**src/design/bat_pkg.sv**
```systemverilog
`timescale 1ns / 1ps

package bat_pkg;

  localparam int ADDR_W = 32;
  localparam int ENTRY_COUNT_W = 5;

  localparam logic OP_INSERT = 1'b0;
  localparam logic OP_REMOVE = 1'b1;

  typedef enum logic [2:0] {
    ST_ADDED   = 3'd0,
    ST_PRESENT = 3'd1,
    ST_FULL    = 3'd2,
    ST_REMOVED = 3'd3,
    ST_MISSING = 3'd4
  } status_t;

  typedef enum logic [2:0] {
    S_IDLE,
    S_SCAN,
    S_DECIDE,
    S_MOVE_RD,
    S_MOVE_WR,
    S_RESULT
  } state_t;

  typedef struct packed {
    logic              op;
    logic [ADDR_W-1:0] address;
  } req_t;

  typedef struct packed {
    status_t                  status;
    logic [ENTRY_COUNT_W-1:0] entry_count;
  } rsp_t;

  typedef struct packed {
    logic    load_req;
    logic    scan;
    logic    set_code;
    status_t code;
    logic    ins_write;
    logic    dec;
    logic    move_rd;
    logic    move_wr;
    logic    load_out;
  } dp_cmd_t;

  typedef struct packed {
    logic is_remove;
    logic scan_done;
    logic hit;
    logic full;
    logic need_move;
    logic out_busy;
  } dp_stat_t;

endpackage

```
**src/design/bat_ctrl.sv**
```systemverilog
`timescale 1ns / 1ps

module bat_ctrl (
  input  logic              clk,
  input  logic              rst,
  input  logic              req_valid,
  output logic              req_stall,
  input  bat_pkg::dp_stat_t stat,
  output bat_pkg::dp_cmd_t  cmd
);
  import bat_pkg::*;

  state_t state;
  state_t state_next;

  always_ff @(posedge clk) begin
    if (rst) begin
      state <= S_IDLE;
    end else begin
      state <= state_next;
    end
  end

  always_comb begin
    state_next = state;
    cmd = '0;
    cmd.code = ST_ADDED;
    req_stall = (state != S_IDLE);
    case (state)
      S_IDLE: begin
        if (req_valid) begin
          cmd.load_req = 1'b1;
          state_next = S_SCAN;
        end
      end
      S_SCAN: begin
        cmd.scan = 1'b1;
        if (stat.scan_done) begin
          state_next = S_DECIDE;
        end
      end
      S_DECIDE: begin
        cmd.set_code = 1'b1;
        state_next = S_RESULT;
        if (!stat.is_remove) begin
          if (stat.hit) begin
            cmd.code = ST_PRESENT;
          end else if (stat.full) begin
            cmd.code = ST_FULL;
          end else begin
            cmd.code = ST_ADDED;
            cmd.ins_write = 1'b1;
          end
        end else begin
          if (!stat.hit) begin
            cmd.code = ST_MISSING;
          end else begin
            cmd.code = ST_REMOVED;
            cmd.dec = 1'b1;
            if (stat.need_move) begin
              state_next = S_MOVE_RD;
            end
          end
        end
      end
      S_MOVE_RD: begin
        cmd.move_rd = 1'b1;
        state_next = S_MOVE_WR;
      end
      S_MOVE_WR: begin
        cmd.move_wr = 1'b1;
        state_next = S_RESULT;
      end
      S_RESULT: begin
        if (!stat.out_busy) begin
          cmd.load_out = 1'b1;
          state_next = S_IDLE;
        end
      end
      default: begin
        state_next = S_IDLE;
      end
    endcase
  end

endmodule

```
**src/design/bat_dp.sv**
```systemverilog
`timescale 1ns / 1ps

module bat_dp #(
  parameter int TABLE_DEPTH = 16
) (
  input  logic              clk,
  input  logic              rst,
  input  bat_pkg::req_t     req,
  output logic              rsp_valid,
  input  logic              rsp_stall,
  output bat_pkg::rsp_t     rsp,
  input  bat_pkg::dp_cmd_t  cmd,
  output bat_pkg::dp_stat_t stat
);
  import bat_pkg::*;

  localparam int IW = (TABLE_DEPTH > 1) ? $clog2(TABLE_DEPTH) : 1;
  localparam int CW = $clog2(TABLE_DEPTH + 1);

  logic [ADDR_W-1:0] mem [TABLE_DEPTH];
  logic [ADDR_W-1:0] rd_data;
  logic [IW-1:0]     rd_idx;
  logic              we;
  logic [IW-1:0]     wr_idx;
  logic [ADDR_W-1:0] wr_data;

  logic              op;
  logic [ADDR_W-1:0] address;
  logic [CW-1:0]     count;
  logic [CW-1:0]     scan_idx;
  logic [IW-1:0]     cmp_idx;
  logic              cmp_valid;
  logic              hit;
  logic [IW-1:0]     hit_idx;
  status_t           code;

  logic              issue;
  logic [CW:0]       hit_ext;
  logic [CW+ENTRY_COUNT_W-1:0] count_ext;

  assign issue = cmd.scan && (scan_idx < count);
  assign rd_idx = cmd.scan ? scan_idx[IW-1:0] : count[IW-1:0];
  assign we = cmd.ins_write || cmd.move_wr;
  assign wr_idx = cmd.move_wr ? hit_idx : count[IW-1:0];
  assign wr_data = cmd.move_wr ? rd_data : address;
  assign hit_ext = (CW+1)'(hit_idx);
  assign count_ext = (CW+ENTRY_COUNT_W)'(count);

  always_ff @(posedge clk) begin
    if (we) begin
      mem[wr_idx] <= wr_data;
    end
    rd_data <= mem[rd_idx];
  end

  always_ff @(posedge clk) begin
    if (cmd.load_req) begin
      op <= req.op;
      address <= req.address;
    end
    if (cmd.set_code) begin
      code <= cmd.code;
    end
    cmp_idx <= scan_idx[IW-1:0];
    if (cmd.scan && cmp_valid && !hit && (rd_data == address)) begin
      hit_idx <= cmp_idx;
    end
    if (cmd.load_out) begin
      rsp.status <= code;
      rsp.entry_count <= count_ext[ENTRY_COUNT_W-1:0];
    end
  end

  always_ff @(posedge clk) begin
    if (rst) begin
      count <= '0;
      scan_idx <= '0;
      cmp_valid <= 1'b0;
      hit <= 1'b0;
      rsp_valid <= 1'b0;
    end else begin
      if (cmd.load_req) begin
        scan_idx <= '0;
        cmp_valid <= 1'b0;
        hit <= 1'b0;
      end else if (cmd.scan) begin
        cmp_valid <= issue;
        if (issue) begin
          scan_idx <= scan_idx + 1'b1;
        end
        if (cmp_valid && (rd_data == address)) begin
          hit <= 1'b1;
        end
      end
      if (cmd.ins_write) begin
        count <= count + 1'b1;
      end else if (cmd.dec) begin
        count <= count - 1'b1;
      end
      if (cmd.load_out) begin
        rsp_valid <= 1'b1;
      end else if (!rsp_stall) begin
        rsp_valid <= 1'b0;
      end
    end
  end

  always_comb begin
    stat.is_remove = (op == OP_REMOVE);
    stat.scan_done = !issue && !cmp_valid;
    stat.hit = hit;
    stat.full = (count == CW'(TABLE_DEPTH));
    stat.need_move = (hit_ext + 1'b1) < {1'b0, count};
    stat.out_busy = rsp_valid && rsp_stall;
  end

endmodule

```
**src/design/breakpoint_address_table.sv**
```systemverilog
`timescale 1ns / 1ps

// Breakpoint address table: each request beat inserts or removes one 32-bit
// address and yields one response beat with a status and the new entry count.
// Requests are handled one at a time. The live entries are compared one per
// cycle through the single read port of the entry memory, and a remove that
// hits any entry but the last moves the last entry into the freed slot. A new
// request is taken while the previous response still waits in the output
// register.
module breakpoint_address_table #(
  parameter int TABLE_DEPTH = 16
) (
  input  logic          clk,
  input  logic          rst,
  input  logic          req_valid,
  output logic          req_stall,
  input  bat_pkg::req_t req,
  output logic          rsp_valid,
  input  logic          rsp_stall,
  output bat_pkg::rsp_t rsp
);
  import bat_pkg::*;

  dp_cmd_t  cmd;
  dp_stat_t stat;

  bat_ctrl u_ctrl (
    .clk       (clk),
    .rst       (rst),
    .req_valid (req_valid),
    .req_stall (req_stall),
    .stat      (stat),
    .cmd       (cmd)
  );

  bat_dp #(
    .TABLE_DEPTH (TABLE_DEPTH)
  ) u_dp (
    .clk       (clk),
    .rst       (rst),
    .req       (req),
    .rsp_valid (rsp_valid),
    .rsp_stall (rsp_stall),
    .rsp       (rsp),
    .cmd       (cmd),
    .stat      (stat)
  );

`ifndef ASSERT_OFF
  a_count_range: assert property (@(posedge clk) disable iff (rst)
    rsp_valid |-> (TABLE_DEPTH > 31 || int'(rsp.entry_count) <= TABLE_DEPTH))
    else $error("response entry count exceeds table depth");

  a_one_at_a_time: assert property (@(posedge clk) disable iff (rst)
    (req_valid && !req_stall) |=> req_stall)
    else $error("request taken while another is in progress");

  a_no_overwrite: assert property (@(posedge clk) disable iff (rst)
    cmd.load_out |-> !stat.out_busy)
    else $error("response register loaded while stalled");

  a_insert_room: assert property (@(posedge clk) disable iff (rst)
    cmd.ins_write |-> (!stat.full && !stat.hit))
    else $error("insert written into a full table or as a duplicate");

  a_move_order: assert property (@(posedge clk) disable iff (rst)
    cmd.move_wr |-> $past(cmd.move_rd))
    else $error("move write without a preceding read");
`endif

endmodule

```
**config.mk**
```make
export PLATFORM = sky130hd
export DESIGN_NAME = breakpoint_address_table
export DESIGN_NICKNAME = d
export VERILOG_FILES = /design/src/design/bat_pkg.sv /design/src/design/bat_ctrl.sv /design/src/design/bat_dp.sv /design/src/design/breakpoint_address_table.sv
export SDC_FILE = /design/constraint.sdc
export NUM_CORES = 1
export LEC_CHECK = 0
export BUFFER_PORTS_ARGS = -buffer_cell sky130_fd_sc_hd__buf_2
export CORE_UTILIZATION = 52
export CTS_CLUSTER_DIAMETER = 60
export CTS_CLUSTER_SIZE = 30
export DETAILED_ROUTE_END_ITERATION = 10
export PLACE_DENSITY = 0.68
export SYNTH_ARGS = -nofsm -noshare
export SYNTH_HDL_FRONTEND = slang
export SYNTH_SLANG_ARGS = --single-unit
```
**constraint.sdc**
```tcl
create_clock -name clk -period 4.7 [get_ports clk]
set_clock_uncertainty 0.05 [all_clocks]
set_input_delay 0.47 -clock clk [delete_from_list [all_inputs] [get_ports clk]]
set_output_delay 0.47 -clock clk [all_outputs]
set_load 0.02 [all_outputs]
```
==> flow_summary.ini, run 1 <==
[logic_synthesis]
netlist_area_um2 = 24200
synth_edf_count = 560
synthArstFlopShare = 0
ys_ff_latch = 612
syn-num-nets = 1608
syn_area_per_cell_um2 = 15.5
synth_cell_types = 56
postSynthCellCount = 1557
ys.flop_type = edfxtp_1
synth-seq-area-share = 0.739
yosysWarningCount = 0

[placement]
place.gp.congestion = 0.810
port_buffers = 46
placed_area_um2 = 25300
post-dp-hpwl_um = 32800

[die]
start_util = 0.530
design.die.area_um2 = 47300
num_rows = 78
die_width_um = 218
die_h_um = 218
coreArea_um2 = 45600
ios = 47

[setup_path]
cp-start-kind = flop
cp_data_arrival_time_ns = 3.88
critPathMaxFanout = 33
path_class = flop to flop
slowest_delay_ns = 0.71
crit_chain = or3b_2 > mux2_4 > nor2b_4 > buf_4 > a221oi_1 > and4_1
required_ns = 5.12
slowest_stage = nor2b_4
end_kind = flop

[sta]
min_period_over_period = 0.737
min_period_ns = 3.47
fin_tns_setup_ns = 0
setup_viol = 0
final_max_slew_viol_count = 0
rsz0062_at_grt = false
max_slew_margin = 0.244
max_slew.worst_pin.slew_ns = 1.13
fmaxAchievable_mhz = 289
hold_viol_final = 0

[detailed_routing]
wl_um = 59300
drt_iter0_drc = 1993
drc = 0
num_vias = 13900
drt_pass1_iterations = 6
wl_per_cell_um = 26.6
drt-vias-per-instance = 6.21
ant_nets = 0

[clock_tree]
clockBufferDepth = 3
ctsRootBufferMaster = clkbuf_16
cts_setup_buffers = 0
cts_made_buffers = 36
cts_tree = done
cts_sinks = 612
path_clk_slew_ns = 0.10
clock_latency_ns = 0.59
htree_levels = 2

[global_routing]
overflow = 0
grt.total_usage = 0.254
grt_max_degree = 98
antenna_found_initial = 1
grt_pass1_vias = 13500
grt_pass1_wl_um = 87000

[job]
cap_violations = 0

[pwr]
power_per_cell_area_nw_per_um2 = 417
p_leak_nw = 9.04
ir_drop_mv = 0.290

[run_status]
status = completed

[finish]
syn_to_final_growth_pct = 10.6
diodes = 0
final_nets = 1656
layout-drive-gt1-share = 0.116
fin_area_um2 = 26700

[hold_path]
hold_path_class = primary input to flop
-- registers in the layout (all words and copies together), names as in the netlist --
signal	flops
u_dp.address	32
u_ctrl.state	3
u_dp.hit	1
u_dp.rd_data	32
u_dp.count	5
u_dp.cmp_idx	4
u_dp.code	3
u_dp.rsp	8
u_dp.scan_idx	5
u_dp.hit_idx	4
u_dp.mem	512
u_dp.op	1
u_dp.cmp_valid	1
u_dp.rsp_valid	1
-- synth_stat cells (3+ instances only) --
| master | number | area share |
|---|---|---|
| edfxtp_1 | 560 | 0.70 |
| nand2_1 | 227 | 0.035 |
| mux2i_1 | 169 | 0.070 |
| dfxtp_1 | 52 | 0.043 |
| inv_1 | 49 | 0.0076 |
| nor2_1 | 41 | 0.0064 |
| clkbuf_1 | 37 | 0.0057 |
| nand3_1 | 35 | 0.0073 |
| a2111oi_0 | 33 | 0.012 |
| a211oi_1 | 33 | 0.010 |
| a221oi_1 | 33 | 0.012 |
| a22oi_1 | 33 | 0.010 |
| a32oi_1 | 33 | 0.012 |
| and4_1 | 32 | 0.012 |
| buf_2 | 31 | 0.0064 |
| xor2_1 | 31 | 0.011 |
| a21oi_1 | 13 | 0.0027 |
| buf_6 | 13 | 0.0061 |
| ha_1 | 13 | 0.0067 |
| o21ai_0 | 9 | 0.0019 |
| nor2b_1 | 7 | 0.0018 |
| nor3_1 | 7 | 0.0015 |
| nor4_1 | 7 | 0.0018 |
| a21o_1 | 5 | 0.0016 |
| a31oi_1 | 5 | 0.0013 |
| buf_1 | 5 | 0.00078 |
| xnor2_1 | 5 | 0.0018 |
| buf_4 | 4 | 0.0012 |
| or3_1 | 3 | 0.00078 |
-- per-stage QoR --
stage	total power [mW]	utilization	worst slack (ns)	std cells	hold slack, ns
after global routing	11.4	0.586	1.08	2231	0.0109
after detailed placement	7.55	0.554	1.27	2153	0.340
after CTS	11.2	0.586	1.27	2231	0.00110
after floorplan	7.13	-	1.17	1557	0.336
after global placement	7.52	0.554	1.34	2153	0.339
final	11.1	0.586	1.23	2231	0.0237
-- metal layers --
metal | part of all wire | GRT usage | vias to the layer above
met2 | 0.46 | 0.398 | 683
met1 | 0.42 | 0.362 | 6993
li1 | - | - | 6076
met3 | 0.084 | 0.0351 | 100
met5 | 0 | 0 | -
met4 | 0.034 | 0.0962 | 0
-- worst max-delay path, delay by kind of cell, from the launching register on --
kind	cells	cell delay [ns]
multiplexers	1	0.58
flip-flops	1	0.53
AND/OR/NAND/NOR	3	1.63
buffers and inverters	1	0.43
AO/OA/AOI/OAI	1	0.13
-- cell usage in the layout (no fill, tap or decap), types with 8 or more instances in the layout --
| master | netlist | layout |
|---|---|---|
| o21ai_0 | 9 | 8 |
| dfxtp_1 | 52 | 51 |
| mux2i_1 | 169 | 168 |
| buf_4 | 4 | 34 |
| a221oi_1 | 33 | 33 |
| and4_1 | 32 | 32 |
| inv_1 | 49 | 49 |
| buf_12 | 1 | 8 |
| buf_2 | 31 | 46 |
| nand2_1 | 227 | 227 |
| clkbuf_16 | 0 | 37 |
| a2111oi_0 | 33 | 33 |
| xor2_1 | 31 | 31 |
| a21oi_1 | 13 | 13 |
| a211oi_1 | 33 | 33 |
| edfxtp_1 | 560 | 560 |
| nand3_1 | 35 | 35 |
| a22oi_1 | 33 | 33 |
| nor2_1 | 41 | 21 |
| a32oi_1 | 33 | 33 |
| dlygate4sd3_1 | 0 | 14 |
| ha_1 | 13 | 13 |
| nor2_4 | 0 | 20 |
-- cell type report --
class	instances	area [µm²]
clock inverter	24	362
fill	3401	18900
inverter	49	184
tap	600	751
sequential	612	17900
multi-input combinational	804	5830
timing repair buffer	102	786
clock buffer	40	947
-- where the power goes --
group / total [mW] / internal [mW] / switching, mW
clock network: 3.69 / 1.78 / 1.90
registers: 6.40 / 6.28 / 0.117
logic: 1.05 / 0.303 / 0.743
total: 11.1 / 8.37 / 2.76
-- final timing paths --
check | slack, ns | start | to | depth (start not counted)
worst max-delay path | 1.23 | u_ctrl.state[0]$_SDFFE_PP0P_ | u_dp.rd_data[14]$_DFF_P_ | 6
worst min register to register | 0.36 | u_dp.cmp_idx[2]$_DFF_P_ | u_dp.hit_idx[2]$_DFFE_PP_ | 0
worst max register to register | 1.23 | u_ctrl.state[0]$_SDFFE_PP0P_ | u_dp.rd_data[14]$_DFF_P_ | 6
worst min-delay path | 0.02 | req[28] | u_dp.address[28]$_DFFE_PP_ | 1
-- what timing repair did --
item,CTS,global route
resized for setup,0,0
hold buffers,14,0
endpoints found under the hold margin,14,0
-- kinds of logic (layout without fill, tap and decap cells) --
group | count (synthesis) | in the layout | synth area share
multiplexers | 173 | 173 | 0.0727
buffers and inverters | 141 | 215 | 0.0289
flip-flops | 612 | 612 | 0.739
XOR/XNOR | 36 | 36 | 0.0131
AND/OR/NAND/NOR | 375 | 375 | 0.0715
adder cells (fa/ha/maj) | 14 | 14 | 0.00756
AO/OA/AOI/OAI | 206 | 206 | 0.0672
Note: power is estimated with default switching activity, not from simulation.
==> run 2, diff against run 1 <==
PLACE_DENSITY = 0.71   (was 0.68)
clock period = 2.9 ns   (was 4.7 ns; I/O delays follow)
==> flow_summary.ini, run 2 (synthesis gave the netlist of run 1 again) <==
[clock_tree]
ctsRootBufferMaster = clkbuf_16
cts_made_buffers = 36
cts_setup_buffers = 0
clock_latency_ns = 0.61
htree_levels = 2
clockBufferDepth = 3
cts_tree = done
cts_sinks = 612
path_clk_slew_ns = 0.09

[hold_path]
hold_path_startpoint = req_valid
hold_depth = 3
hold-path-endpoint = u_ctrl.state[0]$_SDFFE_PP0P_
hold_path_class = primary input to flop

[detailed_routing]
num_vias = 14000
met1_length_um = 24500
drt-vias-per-instance = 6.06
wl_per_cell_um = 24.8
ant_nets = 0
wl_met2_um = 27400
wl_um = 57200
wl_met3_um = 3910
drt_pass1_iterations = 5
routed.top_layer = met4
drt_iter0_drc = 1676
drc = 0

[finish]
syn_to_final_growth_pct = 14.2
regMostFlops = u_dp.mem
fin_area_um2 = 27600
layout-drive-gt1-share = 0.145
final_nets = 1728
largest_reg_flops = 512
final_common_cell = edfxtp_1
final_cell_mix = 560 x edfxtp_1, 227 x nand2_1, 167 x mux2i_1, 65 x buf_4
top_regs = u_dp.mem: 512 flops, u_dp.address: 32 flops, u_dp.rd_data: 32 flops

[setup_path]
critPathBufInv = 0
crit_family = simple AND/OR/NAND/NOR gates
crit_chain = xnor2_2 > o221ai_1 > or4b_2 > or4_1 > nor2_4
cp_data_arrival_time_ns = 3.05
slowest_stage = or4b_2
path_class = flop to flop
end_kind = flop
r2r_start = u_dp.address[17]$_DFFE_PP_
r2r_setup_slack_ns = 0.09
cp-start-kind = flop
required_ns = 3.14
critPathMaxFanout = 4
worst-path-stages = 5
slowest_delay_ns = 0.70
timing.rr.end = u_dp.hit_idx[3]$_DFFE_PP_
reg2regPathDepth = 5

[pwr]
total_power_mw = 18.1
power_per_cell_area_nw_per_um2 = 656
ir_drop_mv = 0.620
p_leak_nw = 9.46

[global_routing]
grt_max_degree = 47
antenna_found_initial = 0
overflow = 0
grt_pass1_vias = 13600
grt.total_usage = 0.244
grt_pass1_wl_um = 85100

[sta]
final_max_slew_viol_count = 0
rsz0062_at_grt = false
worst_slack_ns = 0.0859
min_period_ns = 2.81
hold_viol_final = 0
max_slew.worst_pin.slew_ns = 1.09
min_period_over_period = 0.970
setup_viol = 0
max_slew_margin = 0.273
fmaxAchievable_mhz = 355

[die]
ios = 47
die_width_um = 218
num_rows = 78
start_util = 0.530
design.die.area_um2 = 47300
die_h_um = 218
coreArea_um2 = 45600

[placement]
port_buffers = 46
dpl_worst_slack_ns = -0.128
placed_area_um2 = 25900
post-dp-hpwl_um = 34300
place.gp.congestion = 0.836

[job]
cap_violations = 0

[run_status]
status = completed
run 2: changes by cell type in the layout (fill, tap and decap cells not counted), moves of 3 or more:
| cell | delta |
|---|---|
| buf_12 | +19 |
| buf_4 | +31 |
| bufinv_16 | -3 |
| clkinv_8 | +3 |
| dlygate4sd3_1 | +22 |
| inv_12 | -3 |
| inv_8 | +3 |
run 2: through the flow:
step	hold slack [ns]	TNS [ns]	instances	util
final	0.0279	0	2306	0.605
after CTS	0.0139	0	2305	0.605
after global routing	0.0543	0	2305	0.605
after global placement	0.335	-0.761	2203	0.568
after floorplan	0.336	-41.24	1557	-
after detailed placement	0.343	-0.513	2203	0.568
run 2: routing by layer:
| layer | track usage | vias up |
|---|---|---|
| met5 | 0 | - |
| met4 | 0.0775 | 0 |
| met3 | 0.0282 | 81 |
| met2 | 0.399 | 539 |
| met1 | 0.345 | 7121 |
| li1 | - | 6224 |
run 2: worst max-delay path by stage:
| stage | start | slack [ns] | to |
|---|---|---|---|
| after floorplan | u_ctrl.state[1]$_SDFFE_PP0P_ | -0.17 | u_dp.mem[1][0]$_DFFE_PP_ |
| after global placement | u_dp.address[17]$_DFFE_PP_ | -0.19 | u_dp.hit_idx[2]$_DFFE_PP_ |
| after detailed placement | u_dp.address[17]$_DFFE_PP_ | -0.13 | u_dp.hit_idx[3]$_DFFE_PP_ |
| after CTS | u_dp.address[17]$_DFFE_PP_ | 0.05 | u_dp.hit_idx[3]$_DFFE_PP_ |
| after global routing | u_ctrl.state[1]$_SDFFE_PP0P_ | 0.007 | u_dp.count[4]$_SDFFE_PP0P_ |
| final | u_dp.address[17]$_DFFE_PP_ | 0.09 | u_dp.hit_idx[3]$_DFFE_PP_ |
run 2: cell type report:
cell class	instances	area, µm²
antenna	1	2.50
clock buffer	37	905
clock inverter	29	412
fill	3260	18000
inverter	49	184
multi-input combinational	804	5850
sequential	612	17900
tap	600	751
timing repair buffer	174	1620
run 2: worst reg2reg max path, delay by kind of cell, from the launching register on:
kind	cells	cell delay [ns]
xor gates and xnor gates	1	0.30
AOI/OAI and AO/OA	1	0.16
and+or+nand+nor	3	1.52
DFF	1	0.47
run 2: repair_timing:
| action | 4_1_cts | 5_1_grt |
|---|---|---|
| gates resized for setup | 2 | 5 |
| endpoints found under the setup margin | 4 | 10 |
| hold buffers | 36 | 0 |
| hold endpoints to repair | 39 | 0 |
run 2: report_power, final:
| group | internal, mW | switching, mW |
|---|---|---|
| Combinational | 0.610 | 1.27 |
| Sequential | 10.2 | 0.168 |
| Clock | 2.63 | 3.23 |
| Total | 13.4 | 4.67 |
==> run 3, diff against run 2 <==
CORE_UTILIZATION = 30   (was 52)
CTS_BUF_LIST = sky130_fd_sc_hd__clkbuf_4   (was default)
PLACE_DENSITY = default   (was 0.71)
RECOVER_POWER = 50   (was default)
==> flow_summary.ini, run 3 (synthesis gave the netlist of run 1 again) <==
[pwr]
seqPwrFrac = 0.635
p_int_mw = 11.8
ir_drop_mv = 0.270
sw_frac_of_total = 0.276
power.switching_mw = 4.49
power_per_cell_area_nw_per_um2 = 589
combPwrFrac = 0.115
p_clk_frac = 0.250
p_leak_nw = 9.18

[placement]
place.gp.congestion = 0.803
port_buffers = 46
placed_area_um2 = 26700
post-dp-hpwl_um = 36600

[global_routing]
grt_pass1_wl_um = 90500
grt_max_degree = 40
grt_pass1_vias = 13700
grt.total_usage = 0.151
antenna_found_initial = 1
overflow = 0

[clock_tree]
cts_sinks = 612
cts_tree = done
clockBufferDepth = 3
ctsRootBufferMaster = clkbuf_4
cts_made_buffers = 36
path_clk_slew_ns = 0.24
clock_latency_ns = 0.91
htree_levels = 2

[run_status]
status = completed

[finish]
fillers = 7605
layout-drive-gt1-share = 0.127
postLayoutCoreUtil = 0.349
top_regs = u_dp.mem: 512 flops, u_dp.address: 32 flops, u_dp.rd_data: 32 flops
syn_to_final_growth_pct = 14.6
regMostFlops = u_dp.mem
multi_input_area_um2 = 5820
final_cell_mix = 560 x edfxtp_1, 227 x nand2_1, 168 x mux2i_1, 51 x dfxtp_1, 48 x inv_1
regArea_um2 = 17900
final_nets = 1740
largest_reg_flops = 512
fin_area_um2 = 27700
final_common_cell = edfxtp_1

[setup_path]
required_ns = 3.43
cp-start-kind = flop
cp_data_arrival_time_ns = 3.36
reg2regPathDepth = 7
r2r_setup_slack_ns = 0.06
path_class = flop to flop
critPathMaxFanout = 4
timing.rr.end = u_dp.hit_idx[0]$_DFFE_PP_
r2r_start = u_dp.address[4]$_DFFE_PP_
end_kind = flop

[sta]
setup_viol = 0
rsz0062_at_grt = false
fmaxAchievable_mhz = 353
max_slew.worst_pin.slew_ns = 1.09
max_slew_margin = 0.272
min_period_ns = 2.84
final_max_slew_viol_count = 0
hold_viol_final = 0
min_period_over_period = 0.978

[detailed_routing]
wl_per_cell_um = 22.5
drc = 0
drt-vias-per-instance = 5.03
wl_um = 62300
drt_pass1_iterations = 7
ant_nets = 0
drt_iter0_drc = 1485
num_vias = 13900

[die]
coreArea_um2 = 79400
die_width_um = 286
ios = 47
start_util = 0.304
die_h_um = 286
design.die.area_um2 = 81700
num_rows = 103

[job]
cap_violations = 0

[hold_path]
hold-path-endpoint = u_dp.address[11]$_DFFE_PP_
hold_depth = 2
hold_path_startpoint = req[11]
hold_path_class = primary input to flop
[run 3: changes by cell type in the layout (fill, tap and decap cells not counted), moves of 13 or more]
cell,change
clkbuf_4,+38
buf_4,-21
clkbuf_16,-36
clkbuf_1,+28
buf_12,+13
buf_2,-19
[run 3: what timing repair did]
item	CTS	global route
setup buffers	0	1
hold buffers	42	0
resized for setup	2	6
gates cloned	0	0
endpoints found under the hold margin	68	0
setup endpoints to repair	5	17
[run 3: critical path, stage by stage, from the launching register on]
cell      delay, ns
edfxtp_1       0.47
xor2_1         0.25
nor4_1         0.66
buf_4          0.23
nand3_1        0.07
or4_1          0.55
nor2_1         0.14
buf_4          0.15
[run 3: power groups by stage]
stage	combinational (mW)	sequential, mW	clock (mW)
final	1.88	10.4	4.07
after global routing	2.02	10.4	4.46
after detailed placement	1.85	10.5	0
after global placement	1.80	10.5	0
after floorplan	1.09	10.5	0
after CTS	1.90	10.4	4.18
[run 3: layout make-up]
type,count,area share
Multi-Input combinational cell,804,0.210
Clock buffer,38,0.0103
Sequential cell,612,0.645
Inverter,49,0.00664
Clock inverter,26,0.0142
Timing Repair Buffer,186,0.0658
Antenna cell,1,0.0000904
Tap cell,1050,0.0475
[run 3: worst max-delay path by stage]
stage / to / from / cells past startpoint
4_1_cts: u_dp.count[4]$_SDFFE_PP0P_ / u_ctrl.state[2]$_SDFFE_PP0P_ / 9
6_report: u_dp.hit_idx[0]$_DFFE_PP_ / u_dp.address[4]$_DFFE_PP_ / 7
3_3_place_gp: u_dp.rd_data[13]$_DFF_P_ / u_ctrl.state[2]$_SDFFE_PP0P_ / 6
2_1_floorplan: u_dp.mem[1][0]$_DFFE_PP_ / u_ctrl.state[1]$_SDFFE_PP0P_ / 6
3_5_place_dp: u_dp.rd_data[12]$_DFF_P_ / u_ctrl.state[2]$_SDFFE_PP0P_ / 6
5_1_grt: u_dp.count[4]$_SDFFE_PP0P_ / u_ctrl.state[2]$_SDFFE_PP0P_ / 9
[run 3: per-layer routing]
| layer | vias to the layer above | share of wire | routed length (µm) | GRT usage |
|---|---|---|---|---|
| met3 | 90 | 0.071 | 4390 | 0.0215 |
| met4 | 0 | 0.027 | 1670 | 0.0467 |
| met5 | - | 0 | 0 | 0 |
| met2 | 533 | 0.46 | 28400 | 0.238 |
| met1 | 7056 | 0.45 | 27800 | 0.215 |
| li1 | 6247 | - | - | - |
[run 3: through the flow]
step	total power [mW]	instances	setup TNS [ns]	setup WS (ns)	hold WS, ns
5_1_grt	16.9	2766	0	0.0108	0.0367
6_report	16.3	2766	0	0.0638	0.0916
2_1_floorplan	11.6	1557	-41.24	-0.172	0.336
3_5_place_dp	12.4	2658	0	0.0526	0.339
3_3_place_gp	12.3	2658	0	0.0576	0.338
4_1_cts	16.4	2764	0	0.00909	0.0131
